**config.mk**
```make
export PLATFORM = sky130hd
export DESIGN_NAME = sine_tone_generator
export DESIGN_NICKNAME = d
export VERILOG_FILES = /design/src/sv/stg_pkg.sv /design/src/sv/sine_tone_generator.sv /design/src/sv/stg_cordic.sv
export SDC_FILE = /design/constraint.sdc
export NUM_CORES = 1
export LEC_CHECK = 0
export ABC_AREA = 1
export BUFFER_PORTS_ARGS = -buffer_cell sky130_fd_sc_hd__buf_2
export CORE_AREA = 4 4 250 252
export DETAILED_ROUTE_END_ITERATION = 10
export DIE_AREA = 0 0 254 256
export PLACE_DENSITY = 0.76
export REMOVE_ABC_BUFFERS = 1
export SYNTH_ARGS = -nofsm -noshare
export SYNTH_HDL_FRONTEND = slang
export SYNTH_HIERARCHICAL = 1
export SYNTH_SLANG_ARGS = --single-unit
```
**constraint.sdc**
```tcl
create_clock -name clk -period 5.5 [get_ports clk]
set_input_delay 0.275 -clock clk [delete_from_list [all_inputs] [get_ports clk]]
set_output_delay 0.275 -clock clk [all_outputs]
set_load 0.02 [all_outputs]
```
**src/sv/stg_pkg.sv**
```systemverilog
`default_nettype none
// ----------------------------------------------------------------------------
// stg_pkg: shared types and constants for the sine tone generator
// Field widths, configuration defaults, register indexes, the sequencer
// states and the CORDIC arctangent table in units of 2^-32 turn.
// ----------------------------------------------------------------------------
package stg_pkg;

	localparam int TONE_W   = 17;
	localparam int RATE_W   = 18;
	localparam int PH_W     = 18;
	localparam int POS_W    = 32;
	localparam int SAMPLE_W = 16;
	localparam int CFG_W    = RATE_W;
	localparam int IDX_W    = 1;

	localparam logic [RATE_W-1:0] RATE_MIN   = RATE_W'(8000);
	localparam logic [RATE_W-1:0] RATE_MAX   = RATE_W'(192000);
	localparam logic [TONE_W-1:0] TONE_RESET = TONE_W'(639);
	localparam logic [RATE_W-1:0] RATE_RESET = RATE_W'(44100);

	localparam logic [IDX_W-1:0] REG_TONE_HZ     = 1'b0;
	localparam logic [IDX_W-1:0] REG_SAMPLE_RATE = 1'b1;

	typedef enum logic [2:0] {
		ST_IDLE,
		ST_SEEK,
		ST_REDUCE,
		ST_ANGLE,
		ST_ROUND,
		ST_CORDIC,
		ST_EMIT
	} state_t;

	localparam int TABLE_LEN  = 24;
	localparam int ATAN_W     = 30;
	localparam int XW         = 34;
	localparam int ZW         = 33;
	localparam int FRAC_BITS  = 16;
	localparam int MAG_W      = XW - FRAC_BITS;

	localparam logic signed [XW-1:0] X_START = XW'(64'sd1304025951);
	localparam logic [MAG_W-1:0] MAG_MAX = MAG_W'(32767);

	localparam logic [ATAN_W-1:0] ATAN_TURNS [TABLE_LEN] = '{
		30'd536870912, 30'd316933406, 30'd167458907, 30'd85004756,
		30'd42667331, 30'd21354465, 30'd10679838, 30'd5340245,
		30'd2670163, 30'd1335087, 30'd667544, 30'd333772,
		30'd166886, 30'd83443, 30'd41721, 30'd20860,
		30'd10430, 30'd5215, 30'd2607, 30'd1303,
		30'd651, 30'd325, 30'd162, 30'd81
	};

endpackage
`default_nettype wire

```
**src/sv/sine_tone_generator.sv**
```systemverilog
`default_nettype none
// ----------------------------------------------------------------------------
// sine_tone_generator: direct digital synthesis sine oscillator
// Keeps the sample position as an exact phase numerator modulo the sample
// rate; a tick word yields one 16-bit sample, a seek word sets the position.
//
//   channel   signals                          direction  moves
//   in        in_valid in_ready kind position  input      one tick or seek word
//   out       out_valid out_ready sample       output     one sample word
//   cfg       cfg_wr_en cfg_index cfg_data     input      register write
//
// tick: sample valid and input ready come together once the word has passed
// the bit-serial phase reduction and angle division, the rounding step and
// the CORDIC step loop
// seek: input ready again once all position bits have gone in, one position
// bit per cycle through the modular accumulator
// reset clears the phase and loads tone 639 Hz at 44100 Hz
// a new word is taken while a sample waits; a stalled sample holds the finish
// ----------------------------------------------------------------------------
module sine_tone_generator #(
	parameter int ANGLE_BITS   = 24,
	parameter int CORDIC_STEPS = 16
) (
	input  wire logic                                 clk,
	input  wire logic                                 arst_n,
	input  wire logic                                 cfg_wr_en,
	input  wire logic [stg_pkg::IDX_W-1:0]            cfg_index,
	input  wire logic [stg_pkg::CFG_W-1:0]            cfg_data,
	input  wire logic                                 in_valid,
	output logic                                      in_ready,
	input  wire logic                                 kind,
	input  wire logic [stg_pkg::POS_W-1:0]            position,
	output logic                                      out_valid,
	input  wire logic                                 out_ready,
	output logic signed [stg_pkg::SAMPLE_W-1:0]       sample
);

	localparam int RW    = stg_pkg::RATE_W;
	localparam int CNT_W = $clog2((ANGLE_BITS > stg_pkg::POS_W) ? ANGLE_BITS
	                       : stg_pkg::POS_W) + 1;

	stg_pkg::state_t state_q, state_d;

	logic [stg_pkg::TONE_W-1:0]  tone_hz_q;
	logic [RW-1:0]               sample_rate_q;
	logic [RW-1:0]               rate_q;
	logic [stg_pkg::TONE_W-1:0]  hz_q;
	logic [stg_pkg::PH_W-1:0]    phase_q, num_q, rem_q;
	logic [stg_pkg::POS_W-1:0]   shreg_q;
	logic [ANGLE_BITS-1:0]       a_q;
	logic [CNT_W-1:0]            cnt_q;
	logic                        out_valid_q;
	logic signed [stg_pkg::SAMPLE_W-1:0] sample_q;

	logic [RW-1:0]               rate_c, lim_c;
	logic [stg_pkg::TONE_W-1:0]  hz_c;
	logic                        accept, emit, cordic_start, cordic_done;
	logic signed [stg_pkg::SAMPLE_W-1:0] cordic_sample;

	logic [RW:0]                 acc, t2, rnd_sum, ph_sum;
	logic                        ge, rnd;
	logic [RW-1:0]               t1, t2r, ph_next;
	logic [ANGLE_BITS-1:0]       a_round;
	logic [31:0]                 angle32;

	// effective rate and tone
	always_comb begin
		if (sample_rate_q < stg_pkg::RATE_MIN) begin
			rate_c = stg_pkg::RATE_MIN;
		end else if (sample_rate_q > stg_pkg::RATE_MAX) begin
			rate_c = stg_pkg::RATE_MAX;
		end else begin
			rate_c = sample_rate_q;
		end
		lim_c = (rate_c - 1'b1) >> 1;
		hz_c  = (RW'(tone_hz_q) < lim_c) ? tone_hz_q : stg_pkg::TONE_W'(lim_c);
	end

	// shared compare-subtract step
	always_comb begin
		acc     = {rem_q, (state_q == stg_pkg::ST_REDUCE) ? shreg_q[stg_pkg::POS_W-1] : 1'b0};
		ge      = acc >= {1'b0, rate_q};
		t1      = ge ? RW'(acc - {1'b0, rate_q}) : acc[RW-1:0];
		t2      = {1'b0, t1} + (shreg_q[stg_pkg::POS_W-1] ? (RW+1)'(hz_q) : '0);
		t2r     = (t2 >= {1'b0, rate_q}) ? RW'(t2 - {1'b0, rate_q}) : t2[RW-1:0];
		rnd_sum = {1'b0, rem_q} + {2'b0, rate_q[RW-1:1]};
		rnd     = rnd_sum >= {1'b0, rate_q};
		a_round = a_q + ANGLE_BITS'(rnd);
		angle32 = 32'(a_round) << (32 - ANGLE_BITS);
		ph_sum  = {1'b0, num_q} + (RW+1)'(hz_q);
		ph_next = (ph_sum >= {1'b0, rate_q}) ? RW'(ph_sum - {1'b0, rate_q})
		          : ph_sum[RW-1:0];
	end

	// next state
	always_comb begin
		state_d = state_q;
		case (state_q)
			stg_pkg::ST_IDLE: begin
				if (in_valid) begin
					state_d = kind ? stg_pkg::ST_SEEK : stg_pkg::ST_REDUCE;
				end
			end
			stg_pkg::ST_SEEK: begin
				if (cnt_q == CNT_W'(stg_pkg::POS_W - 1)) state_d = stg_pkg::ST_IDLE;
			end
			stg_pkg::ST_REDUCE: begin
				if (cnt_q == CNT_W'(stg_pkg::PH_W - 1)) state_d = stg_pkg::ST_ANGLE;
			end
			stg_pkg::ST_ANGLE: begin
				if (cnt_q == CNT_W'(ANGLE_BITS - 1)) state_d = stg_pkg::ST_ROUND;
			end
			stg_pkg::ST_ROUND: begin
				state_d = stg_pkg::ST_CORDIC;
			end
			stg_pkg::ST_CORDIC: begin
				if (cordic_done) state_d = stg_pkg::ST_EMIT;
			end
			stg_pkg::ST_EMIT: begin
				if (!out_valid_q || out_ready) state_d = stg_pkg::ST_IDLE;
			end
			default: begin
				state_d = stg_pkg::ST_IDLE;
			end
		endcase
	end

	// control outputs
	always_comb begin
		in_ready     = (state_q == stg_pkg::ST_IDLE);
		accept       = in_ready && in_valid;
		cordic_start = (state_q == stg_pkg::ST_ROUND);
		emit         = (state_q == stg_pkg::ST_EMIT) && (!out_valid_q || out_ready);
	end

	always_ff @(posedge clk or negedge arst_n) begin
		if (!arst_n) begin
			state_q       <= stg_pkg::ST_IDLE;
			tone_hz_q     <= stg_pkg::TONE_RESET;
			sample_rate_q <= stg_pkg::RATE_RESET;
			phase_q       <= '0;
			cnt_q         <= '0;
			out_valid_q   <= 1'b0;
		end else begin
			state_q <= state_d;
			cnt_q   <= (state_d != state_q) ? '0 : cnt_q + 1'b1;
			if (cfg_wr_en) begin
				case (cfg_index)
					stg_pkg::REG_TONE_HZ:     tone_hz_q     <= cfg_data[stg_pkg::TONE_W-1:0];
					stg_pkg::REG_SAMPLE_RATE: sample_rate_q <= cfg_data[RW-1:0];
					default: ;
				endcase
			end
			if (state_q == stg_pkg::ST_SEEK && state_d == stg_pkg::ST_IDLE) begin
				phase_q <= t2r;
			end else if (emit) begin
				phase_q <= ph_next;
			end
			if (emit) begin
				out_valid_q <= 1'b1;
			end else if (out_ready) begin
				out_valid_q <= 1'b0;
			end
		end
	end

	// bit-serial datapath
	always_ff @(posedge clk) begin
		if (accept) begin
			rate_q  <= rate_c;
			hz_q    <= hz_c;
			rem_q   <= '0;
			shreg_q <= kind ? position
			           : stg_pkg::POS_W'(phase_q) << (stg_pkg::POS_W - stg_pkg::PH_W);
		end else begin
			case (state_q)
				stg_pkg::ST_SEEK: begin
					rem_q   <= t2r;
					shreg_q <= shreg_q << 1;
				end
				stg_pkg::ST_REDUCE: begin
					rem_q   <= t1;
					shreg_q <= shreg_q << 1;
					if (state_d != state_q) num_q <= t1;
				end
				stg_pkg::ST_ANGLE: begin
					rem_q <= t1;
					a_q   <= {a_q[ANGLE_BITS-2:0], ge};
				end
				default: ;
			endcase
		end
		if (emit) sample_q <= cordic_sample;
	end

	stg_cordic #(
		.CORDIC_STEPS (CORDIC_STEPS)
	) u_cordic (
		.clk    (clk),
		.arst_n (arst_n),
		.start  (cordic_start),
		.angle  (angle32),
		.done   (cordic_done),
		.sample (cordic_sample)
	);

	assign out_valid = out_valid_q;
	assign sample    = sample_q;

endmodule
`default_nettype wire

```
**src/sv/stg_cordic.sv**
```systemverilog
`default_nettype none
// ----------------------------------------------------------------------------
// stg_cordic: iterative rotation-mode CORDIC sine
// Resolves one arctangent step per cycle from a 32-bit turn-fraction angle,
// then folds the quadrant and scales the result to a 16-bit sample.
// ----------------------------------------------------------------------------
module stg_cordic #(
	parameter int CORDIC_STEPS = 16
) (
	input  wire logic                                 clk,
	input  wire logic                                 arst_n,
	input  wire logic                                 start,
	input  wire logic [31:0]                          angle,
	output logic                                      done,
	output logic signed [stg_pkg::SAMPLE_W-1:0]       sample
);

	localparam int STEPS  = (CORDIC_STEPS < stg_pkg::TABLE_LEN) ? CORDIC_STEPS
	                        : stg_pkg::TABLE_LEN;
	localparam int STEP_W = $clog2(stg_pkg::TABLE_LEN);

	logic signed [stg_pkg::XW-1:0] x_q, y_q, xs, ys;
	logic signed [stg_pkg::ZW-1:0] z_q, at;
	logic [1:0]                    quad_q;
	logic [STEP_W-1:0]             step_q;
	logic                          busy_q, done_q;

	logic signed [stg_pkg::XW-1:0]    v;
	logic [stg_pkg::XW-1:0]           mag;
	logic [stg_pkg::MAG_W-1:0]        mag_hi;
	logic [stg_pkg::SAMPLE_W-1:0]     s_abs;
	logic                             neg;

	always_comb begin
		xs = x_q >>> step_q;
		ys = y_q >>> step_q;
		at = $signed({{(stg_pkg::ZW - stg_pkg::ATAN_W){1'b0}},
			stg_pkg::ATAN_TURNS[step_q]});
	end

	always_ff @(posedge clk or negedge arst_n) begin
		if (!arst_n) begin
			busy_q <= 1'b0;
			done_q <= 1'b0;
			step_q <= '0;
		end else if (start) begin
			busy_q <= 1'b1;
			done_q <= 1'b0;
			step_q <= '0;
		end else if (busy_q) begin
			if (step_q == STEP_W'(STEPS - 1)) begin
				busy_q <= 1'b0;
				done_q <= 1'b1;
			end else begin
				step_q <= step_q + 1'b1;
			end
		end
	end

	always_ff @(posedge clk) begin
		if (start) begin
			x_q    <= stg_pkg::X_START;
			y_q    <= '0;
			z_q    <= $signed({{(stg_pkg::ZW - 30){1'b0}}, angle[29:0]});
			quad_q <= angle[31:30];
		end else if (busy_q) begin
			if (!z_q[stg_pkg::ZW-1]) begin
				x_q <= x_q - ys;
				y_q <= y_q + xs;
				z_q <= z_q - at;
			end else begin
				x_q <= x_q + ys;
				y_q <= y_q - xs;
				z_q <= z_q + at;
			end
		end
	end

	// quadrant fold, truncate toward zero, saturate
	always_comb begin
		v      = quad_q[0] ? x_q : y_q;
		neg    = v[stg_pkg::XW-1];
		mag    = neg ? stg_pkg::XW'(-v) : stg_pkg::XW'(v);
		mag_hi = mag[stg_pkg::XW-1:stg_pkg::FRAC_BITS];
		s_abs  = (mag_hi > stg_pkg::MAG_MAX) ? stg_pkg::SAMPLE_W'(stg_pkg::MAG_MAX)
		         : stg_pkg::SAMPLE_W'(mag_hi);
		sample = (neg ^ quad_q[1]) ? $signed(-s_abs) : $signed(s_abs);
		done   = done_q;
	end

endmodule
`default_nettype wire
```
## Word level (Yosys, flattened, before mapping)

Memories as Yosys holds them, arrays and structs flattened.
Cells that the tools add are included.

| operators by class | value |
|---|---|
| $add $sub $neg | 18 |
| magnitude comparators | 9 |
| equal/unequal tests | 12 |
| shift-type cells | 2 |
| multiplexer cells | 45 |
| bitwise logic cells | 4 |
| reduce and logical (&&, ||, !) cells | 21 |

Operator list:

| kind | count |
|---|---|
| two-way mux 34 bit | 4 |
| two-way mux 18 bit | 7 |
| two-way mux 30 bit | 4 |
| two-way mux 32 bit | 3 |
| >= comparator 19 x 18 -> 1 bit | 4 |
| adder 34 bit | 2 |
| >>> shifter 34 x 5 -> 34 bit | 2 |
| subtractor 34 bit | 2 |
| adder 18 x 17 -> 19 bit | 3 |
| subtractor 18 bit | 3 |
| case mux 18 bit (2 select lines) | 1 |
| two-way mux 17 bit | 2 |
| negator 34 bit | 1 |
| adder 33 x 31 -> 33 bit | 1 |
| two-way mux 33 bit | 1 |
| subtractor 33 x 31 -> 33 bit | 1 |
| two-way mux 16 bit | 2 |
| adder 24 x 1 -> 24 bit | 1 |
| case mux 3 bit (7 select lines) | 1 |
| equality test 6 x 5 -> 1 bit, second input constant | 3 |
| greater-than comparator 18 x 15 -> 1 bit, second input constant | 1 |
| greater-than comparator 18 bit, second input constant | 1 |
| less-than comparator 18 x 13 -> 1 bit, second input constant | 1 |
| two-way mux 3 bit | 6 |
| other kinds (27) | 54 |

| word-level totals | value |
|---|---|
| flip-flop bits (word level) | 316 |
| bits in read-only memories | 960 |
| output and inout port bits | 18 |
| memories kept | 1 |

Memory list:

| memory | depth | bits a word | rd ports | clocked after Yosys merged registers in | wr ports | line | text |
|---|---|---|---|---|---|---|---|
| (no name shown) | 32 | 30 | 1 | 0 | 0 | stg_cordic.sv:38 | `stg_pkg::ATAN_TURNS[step_q]});` |

## Logic depth before layout (Yosys ltp)

Gate-level depths: netlist of run 1.

| logic depth | value |
|---|---|
| depth after elaboration | 8 |
| gate-level depth with buffers | 42 |
| depth with buffers taken out | 40 |

## Hierarchy

Netlist of run 1, hierarchy kept.

Modules (own cells, without submodules):

| module | instances | cells an instance | area an instance (µm²) | seq. area each (µm²) |
|---|---|---|---|---|
| stg_cordic | 1 | 3097 | 17483.0 | 2557.5 |
| sine_tone_generator | 1 | 2171 | 16594.7 | 5708.0 |

## Least setup slack after synthesis of run 1

OpenSTA, ideal clock, no wires.

| path | value |
|---|---|
| kind | flip-flop to flip-flop |
| start point | register state_q[2] |
| end point | register rem_q[1] (netlist bit) |
| arrival | 4955 ps |
| required time | 5346 ps |
| setup slack | 391 ps |
| stages on the path, launching flop included | 40 |
| path through | dfrtp_1 > buf_2 > nor3_1 > nand2_1 > ha_1 > nand2_1 > nor2_1 > nand2_1 > nor2_1 > nand2_1 > nand4_4 > buf_2 > o21ai_0 > ha_1 > inv_1 > fa_1 > o21ai_2 > nand3_1 > [4 not listed] > ha_1 > nand2_1 > inv_1 > nand2_1 > nand2_1 > a21oi_1 > nand2_2 > nand2_1 > nand2_1 > nand2_1 > nand2_2 > nand2_1 > nand3_4 > buf_12 > nand2_4 > nand3_1 > nand2_1 > a21oi_2 |

| on the way | value |
|---|---|
| word-level cells in the longest chain between the ends | 8 |
| elaborated cells on any way between the ends | 16 |
| those cells by class | add/sub (3); order compare (2); eq/ne (3); mux (4); reduce/logical (4) |

RTL lines:

| what | line | text |
|---|---|---|
| start: declaration | sine_tone_generator.sv:42 | `stg_pkg::state_t state_q, state_d;` |
| start signal: assignment | sine_tone_generator.sv:138 | `state_q <= stg_pkg::ST_IDLE;` |
| start signal: assignment | sine_tone_generator.sv:145 | `state_q <= state_d;` |
| equality test 3 x 2 -> 1 bit (*) | sine_tone_generator.sv:81 | `acc = {rem_q, (state_q == stg_pkg::ST_REDUCE) ? shreg_q[stg_pkg::POS_W-1] : 1'b0};` |
| two-way mux 1 bit (*) | sine_tone_generator.sv:81 |  |
| >= comparator 19 x 18 -> 1 bit (*) | sine_tone_generator.sv:82 | `ge = acc >= {1'b0, rate_q};` |
| net ge | sine_tone_generator.sv:61 | `logic ge, rnd;` |
| two-way mux 18 bit (*) | sine_tone_generator.sv:83 | `t1 = ge ? RW'(acc - {1'b0, rate_q}) : acc[RW-1:0];` |
| net t1[0] | sine_tone_generator.sv:62 | `logic [RW-1:0] t1, t2r, ph_next;` |
| adder 18 x 17 -> 19 bit (*) | sine_tone_generator.sv:84 | `t2 = {1'b0, t1} + (shreg_q[stg_pkg::POS_W-1] ? (RW+1)'(hz_q) : '0);` |
| subtractor 18 bit or >= comparator 19 x 18 -> 1 bit (tied branches) | sine_tone_generator.sv:85 | `t2r = (t2 >= {1'b0, rate_q}) ? RW'(t2 - {1'b0, rate_q}) : t2[RW-1:0];` |
| two-way mux 18 bit (*) | sine_tone_generator.sv:85 |  |
| case mux 18 bit (2 select lines) (*) | sine_tone_generator.sv:176 | `case (state_q)` |
| end signal: assignment | sine_tone_generator.sv:178 | `rem_q <= t2r;` |
| end signal: assignment | sine_tone_generator.sv:182 | `rem_q <= t1;` |
| end signal: assignment | sine_tone_generator.sv:187 | `rem_q <= t1;` |
| end: declaration | sine_tone_generator.sv:48 | `logic [stg_pkg::PH_W-1:0] phase_q, num_q, rem_q;` |

The timed path passes the listed nets; every way through them passes the cells marked *.
A chain may end at the register's enable or synchronous reset.

## Worst setup path in the final report of run 1

| path | value |
|---|---|
| start point | register rate_q[17] |
| end point | register rem_q[2] (netlist bit) |

| on the way | value |
|---|---|
| word-level cells in the longest chain between the ends | 6 |
| elaborated cells on any way between the ends | 8 |
| those cells by class | add/sub (3); order compare (2); mux (3) |

RTL lines:

| what | line | text |
|---|---|---|
| start: declaration | sine_tone_generator.sv:46 | `logic [RW-1:0] rate_q;` |
| start signal: assignment | sine_tone_generator.sv:170 | `rate_q <= rate_c;` |
| >= comparator 19 x 18 -> 1 bit (*) | sine_tone_generator.sv:82 |  |
| two-way mux 18 bit (*) | sine_tone_generator.sv:83 |  |
| net t1[0] | sine_tone_generator.sv:62 |  |
| adder 18 x 17 -> 19 bit (*) | sine_tone_generator.sv:84 |  |
| subtractor 18 bit or >= comparator 19 x 18 -> 1 bit (tied branches) | sine_tone_generator.sv:85 |  |
| two-way mux 18 bit (*) | sine_tone_generator.sv:85 |  |
| case mux 18 bit (2 select lines) (*) | sine_tone_generator.sv:176 |  |

Marks and branches as above.

==> results of run 1 <==
-- kinds of logic after synthesis --
kind of cell | count (synthesis) | share of synthesized area [%]
simple gates | 2666 | 33.7
compound gates | 907 | 15.2
buf+inv | 849 | 10.2
flops | 316 | 24.3
xor+xnor | 264 | 6.79
fa+ha+maj | 263 | 9.85
mux | 2 | 0.0955
other cells | 1 | 0.0110
-- placed cells by master, fill, tap and decap left out, types with 51 or more instances in the layout --
cell	synthesis	routed
sky130_fd_sc_hd__nand2_1	1473	1458
sky130_fd_sc_hd__nand4_1	55	55
sky130_fd_sc_hd__o21ai_0	302	284
sky130_fd_sc_hd__xnor2_1	73	73
sky130_fd_sc_hd__nor2_1	425	412
sky130_fd_sc_hd__buf_2	61	73
sky130_fd_sc_hd__ha_1	254	232
sky130_fd_sc_hd__dfxtp_1	89	88
sky130_fd_sc_hd__dfrtp_1	56	51
sky130_fd_sc_hd__buf_4	10	224
sky130_fd_sc_hd__nand3_1	532	525
sky130_fd_sc_hd__xor2_1	191	184
sky130_fd_sc_hd__o21ai_1	49	59
sky130_fd_sc_hd__a21oi_1	335	315
sky130_fd_sc_hd__edfxtp_1	157	157
sky130_fd_sc_hd__inv_1	638	628
-- final timing paths --
check | end | start | cells after the start
max in group asynchronous | u_cordic/busy_q | arst_n | 3
min in group asynchronous | tone_hz_q[7] | arst_n | 2
worst min-delay path | sample_rate_q[11] | cfg_data[11] | 3
worst min register to register | a_q[5] | a_q[4] | 0
worst max register to register | rem_q[2] | rate_q[17] | 34
worst max-delay path | rem_q[2] | rate_q[17] | 34
-- per-stage QoR --
| step | instance area [um2] | setup TNS (ns) | power, mW | std cells | hold slack [ns] |
|---|---|---|---|---|---|
| 6_report | 38700 | 0 | 19.8 | 6275 | 0.00733 |
| 5_1_grt | 38700 | -0.161 | 21.2 | 6275 | 0.0177 |
| 4_1_cts | 37800 | 0 | 18.5 | 6250 | 0.000711 |
| 3_5_place_dp | 36300 | -1.51 | 15.7 | 6166 | 0.262 |
| 3_3_place_gp | 36300 | -0.373 | 15.7 | 6166 | 0.265 |
| 2_1_floorplan | 33100 | -55.16 | 11.7 | 5093 | -0.0206 |
-- power breakdown --
part / internal, mW / total (mW) / switching [mW]
clock network: 1.60 / 2.75 / 1.15
registers: 3.13 / 3.54 / 0.408
logic: 5.39 / 13.5 / 8.08
total: 10.1 / 19.8 / 9.63
-- state kept, by name (all words and copies together), names as in the netlist, 5 cells and up --
name             count
hz_q                17
rate_q              18
num_q               18
u_cordic/z_q        33
cnt_q                6
tone_hz_q           17
sample_rate_q       18
sample              16
u_cordic/x_q        34
u_cordic/step_q      5
shreg_q             32
phase_q             18
u_cordic/y_q        34
a_q                 24
rem_q               18
-- critical path: cells and delay by family, from the launching register on --
family,cells,cell delay (ns)
and+or+nand+nor,19,1.80
adders and majority gates,4,1.15
AOI/OAI and AO/OA,5,1.00
buffers and inverters,5,0.51
DFF,1,0.47
xor gates and xnor gates,1,0.18
-- what timing repair did --
action,4_1_cts,5_1_grt
endpoints found under the setup margin,34,60
pin swaps,0,42
setup buffers,0,19
hold buffers,12,0
gates cloned,0,6
endpoints found under the hold margin,49,0
resized for setup,3,164
-- area by class of cell --
cell class	instances	area [um2]	share of cell area (%)
Multi-Input combinational cell	4110	23000	59.5
Sequential cell	316	8270	21.4
Timing Repair Buffer	327	2530	6.54
Inverter	667	2520	6.52
Clock buffer	53	1090	2.83
Tap cell	782	978	2.53
Clock inverter	19	251	0.650
Timing Repair inverter	1	5.00	0.0129
-- metal layers --
layer / part of all wire (%) / up-vias / GRT usage, %
met3: 10 / 250 / 6.15
met2: 42 / 1658 / 49.3
met5: 0 / - / 0
li1: - / 17800 / -
met1: 44 / 16400 / 48.9
met4: 3.5 / 0 / 9.71
==> flow_metrics.tcl, run 1 <==
set metrics [dict create \
    clock_tree.htree_level_count 2 \
    max-vdd-ir-drop_v 0.000809 \
    min_period_over_period_pct 94.9 \
    sequential_element_share_of_the_synthesized_area_pct 24.3 \
    drt-total-wl_um 114000 \
    worst_ep_required_time_ns 6.00 \
    setup.worst_path.class "reg -> reg" \
    postSynthAreaPerCell_um2 6.47 \
    crit_arrival_ns 5.72 \
    max_stage_delay_ns 0.47 \
    synth_enable_flop_cells 157 \
    cts.root.buffer_cell "sky130_fd_sc_hd__clkbuf_16" \
    globalRouteOverflowTotal 0 \
    synthToLayoutAreaGrowth_pct 13.5 \
    placeable_area_mm2 0.0601 \
    synth.most_common_cell "sky130_fd_sc_hd__nand2_1" \
    netlist-cell-type-count 81 \
    grt_start_max_net_pins 77 \
    fill_cells 5670 \
    die_area_mm2 0.0650 \
    detailedRoute.firstIterationViolations 3923 \
    vias 36100 \
    grt_pass1_vias 32400 \
    dpl_worst_slack_ns -0.0850 \
    syn-cell-area_mm2 0.0341 \
    clock-sinks 316 \
    detail_route.drc_violations 0 \
    setup_repair_after_global_routing_missed_its_margin "true" \
    p_per_area_mw_per_mm2 511 \
    nets 5782 \
    antenna_found_initial 0 \
    finalCriticalPeriod_ns 5.22 \
    post_synth_most_frequent_cells "sky130_fd_sc_hd__nand2_1 (1473), sky130_fd_sc_hd__inv_1 (638), sky130_fd_sc_hd__nand3_1 (532), sky130_fd_sc_hd__nor2_1 (425), sky130_fd_sc_hd__a21oi_1 (335)" \
    cpMostUsedCell "sky130_fd_sc_hd__nand2_1" \
    drt-wirelength-per-cell_um 18.1 \
    grt_pass1_wl_um 174000 \
    worst_skew_pair.late_latency_ns 0.59 \
    timing.final.hold_violations 0 \
    final_setup_margin_ns 0.279 \
    synth_top_area_share_pct 16.2 \
    ys_ff_latch 316 \
    numCtsBuffers 39 \
    power.static_leakage_nw 19.7 \
    cts.path.max_buffers 3 \
    final_layout_size_suffix_gt1_share_pct 12.1 \
    gp_weighted_congestion 0.988 \
    slew_at_the_pin_closest_to_its_max_slew_limit_ns 1.14 \
    utilization_pct 64.3 \
    relSlewSlack_pct 23.5 \
    floorplan.io_pins 75 \
    floorplan.rows 90 \
    cpMaxStageDelayCell "sky130_fd_sc_hd__edfxtp_1" \
    number_of_slew_limit_violations_in_the_final_report 0 \
    setup.reg_to_reg.worst_slack_ns 0.28 \
    clock-skew-final_ns 0.0218 \
    insertedDiodeCount 0 \
    detailed_router_iteration_count_before_antenna_repair 7 \
    dpl.hpwl_um 88900 \
    hp-class "in -> reg" \
    crit_path_end_kind "flop" \
    initial_core_utilization_pct 56.7 \
    viasPerCell 5.76 \
    overall_track_demand_over_capacity_in_global_routing_pct 33.1 \
    setup_violations 0 \
    status "finished, final reports clean" \
    total_of_max_cap_violations 0 \
    clock_tree_from_tritoncts "built" \
    io_buffer_count 74 \
    start_kind "flop" \
    fmaxAchievable_mhz 192 \
    fp.dieW_um 254 \
    synth_ff_type "sky130_fd_sc_hd__edfxtp_1" \
    synthCells 5268 \
    yosys.area.top_type "sky130_fd_sc_hd__nand2_1" \
    route.antenna.remaining_nets 0 \
    path_max_fanout 7 \
    cts.reportedPaths.clkPinSlew_ns 0.06 \
    die_y_um 256 \
    synth-async-reset-ratio_pct 22.2 \
    synth.top_cells.by_area "sky130_fd_sc_hd__nand2_1 (16%), sky130_fd_sc_hd__edfxtp_1 (14%), sky130_fd_sc_hd__ha_1 (9.3%), sky130_fd_sc_hd__nand3_1 (7.8%), sky130_fd_sc_hd__inv_1 (7.0%)" \
    yosys_warnings 6 \
]
Power figures use the tool's default switching activity.
==> run 2: changes to the inputs <==
--- a/config.mk
+++ b/config.mk
@@ -10,8 +10,7 @@
 export CORE_AREA = 4 4 250 252
 export DETAILED_ROUTE_END_ITERATION = 10
 export DIE_AREA = 0 0 254 256
-export PLACE_DENSITY = 0.76
-export REMOVE_ABC_BUFFERS = 1
+export PLACE_DENSITY = 0.73
 export SYNTH_ARGS = -nofsm -noshare
 export SYNTH_HDL_FRONTEND = slang
 export SYNTH_HIERARCHICAL = 1
==> constraint.sdc (replaced) <==
create_clock -name clk -period 5.94 [get_ports clk]
set_input_delay 0.297 -clock clk [delete_from_list [all_inputs] [get_ports clk]]
set_output_delay 0.297 -clock clk [all_outputs]
set_load 0.02 [all_outputs]
==> flow_metrics.tcl, run 2 (synthesis results as in run 1) <==
set metrics [dict create \
    status "finished, final reports clean" \
    power.static_leakage_nw 19.1 \
    clock_tree.htree_level_count 2 \
    detailed_router_iteration_count_before_antenna_repair 7 \
    fmaxAchievable_mhz 180 \
    timing.final.hold_violations 0 \
    dpl.hpwl_um 84900 \
    die_y_um 256 \
    grt_pass1_vias 31900 \
    detailedRoute.firstIterationViolations 3691 \
    p_per_area_mw_per_mm2 463 \
    gp_weighted_congestion 1.00 \
    cts.reportedPaths.clkPinSlew_ns 0.06 \
    cpMostUsedCell "sky130_fd_sc_hd__nand2_1" \
    path_max_fanout 7 \
    clock_tree_from_tritoncts "built" \
    fp.dieW_um 254 \
    drt-wirelength-per-cell_um 17.6 \
    cpLargestDelayFamily "simple AND/OR/NAND/NOR gates" \
    grt_pass1_wl_um 170000 \
    worst_hold_margin_ns 0.0341 \
    antenna_found_initial 0 \
    postLayoutCellArea_mm2 0.0372 \
    critical_path_cell_count 37 \
    setup_violations 0 \
    crit_arrival_ns 6.05 \
    grt_start_max_net_pins 77 \
    min_path_cells 2 \
    globalRouteOverflowTotal 0 \
    total_of_max_cap_violations 0 \
    setup_tns_ns 0 \
    crit_path_end_kind "flop" \
    setup.reg_to_reg.worst_slack_ns 0.39 \
    cpMaxStageDelayCell "sky130_fd_sc_hd__fa_1" \
    nets 5674 \
    utilization_pct 61.9 \
    timing.reg2reg.worst_path_depth 37 \
    min_period_over_period_pct 93.4 \
    layout.cells.most_common_list "sky130_fd_sc_hd__nand2_1 (1472), sky130_fd_sc_hd__inv_1 (635), sky130_fd_sc_hd__nand3_1 (531)" \
    io_buffer_count 74 \
    final_setup_margin_ns 0.390 \
    die_area_mm2 0.0650 \
    cts.path.max_buffers 3 \
    worst_ep_required_time_ns 6.44 \
    clock-skew-final_ns 0.0243 \
    cts.root.buffer_cell "sky130_fd_sc_hd__clkbuf_16" \
    viasPerCell 5.72 \
    slew_at_the_pin_closest_to_its_max_slew_limit_ns 1.13 \
    synthToLayoutAreaGrowth_pct 9.29 \
    largest_registers "u_cordic/x_q (34), u_cordic/y_q (34), u_cordic/z_q (33)" \
    clock-sinks 316 \
    initial_core_utilization_pct 56.7 \
    area_of_placed_instances_mm2 0.0355 \
    start_kind "flop" \
    detail_route.drc_violations 0 \
    vias 35300 \
    floorplan.rows 90 \
    insertedDiodeCount 0 \
    route.antenna.remaining_nets 0 \
    cp_num_buf_inv 9 \
    floorplan.io_pins 75 \
    placeable_area_mm2 0.0601 \
    overall_track_demand_over_capacity_in_global_routing_pct 32.2 \
    dpl_worst_slack_ns 0.0959 \
    max-vdd-ir-drop_v 0.000500 \
    critical_path.startpoint "state_q[1]" \
    startpoint_of_the_lowest_slack_hold_path "position[12]" \
    setup.worst_path.class "reg -> reg" \
    worst_skew_pair.late_latency_ns 0.59 \
    hp-class "in -> reg" \
    numCtsBuffers 39 \
    drt-total-wl_um 109000 \
    number_of_slew_limit_violations_in_the_final_report 0 \
    max_stage_delay_ns 0.40 \
    finalCriticalPeriod_ns 5.55 \
    final_layout_size_suffix_gt1_share_pct 8.40 \
    final_common_cell "sky130_fd_sc_hd__nand2_1" \
    relSlewSlack_pct 24.8 \
    r2r_start "state_q[1]" \
]
-- run 2: timing repair --
item	in CTS	in global routing
hold buffers	25	0
endpoints found under the hold margin	50	0
setup buffers	0	6
resized for setup	0	40
setup endpoints to repair	0	48
-- run 2: stage by stage --
step                      total power, mW  cells
after global placement               14.1   6062
final                                17.2   6166
after CTS                            16.8   6158
after detailed placement             14.2   6062
after floorplan                      11.1   5275
after global routing                 18.6   6166
-- run 2: metal layers --
metal / GRT usage (%) / vias to the layer above / share of wire (%) / wire, um
li1: - / 17600 / - / -
met1: 47.7 / 15900 / 45 / 49200
met2: 47.5 / 1580 / 42 / 45400
met3: 5.74 / 210 / 9.8 / 10700
met4: 9.78 / 0 / 3.2 / 3470
met5: 0 / - / 0 / 0
-- run 2: final cells by class --
| cell class | instances | area [um2] |
|---|---|---|
| fill | 5837 | 22900 |
| clock inverter | 17 | 200 |
| timing repair buffer | 219 | 1620 |
| tap | 782 | 978 |
| clock buffer | 54 | 1110 |
| inverter | 667 | 2520 |
| sequential | 316 | 8270 |
| multi-input combinational | 4111 | 22500 |
-- run 2: path summary, 6_finish.rpt --
path | end
max reg2reg | phase_q[5]
min in group asynchronous | phase_q[3]
max | phase_q[5]
min | shreg_q[12]
max in group asynchronous | u_cordic/step_q[0]
min reg2reg | a_q[5]
-- run 2: power breakdown --
group          total (mW)  internal, mW  leakage [nW]  switching (mW)
registers            3.25          2.90          2.95           0.355
logic                11.5          4.20          15.5            7.28
clock network        2.50          1.46         0.637            1.05
-- run 2: worst reg2reg max path: cells and delay by family (launching register included) --
kind,cells,cell delay [ns]
compound gates,3,0.61
xor+xnor,1,0.17
fa+ha+maj,4,1.25
buf+inv,9,1.00
flops,1,0.38
simple gates,20,2.07
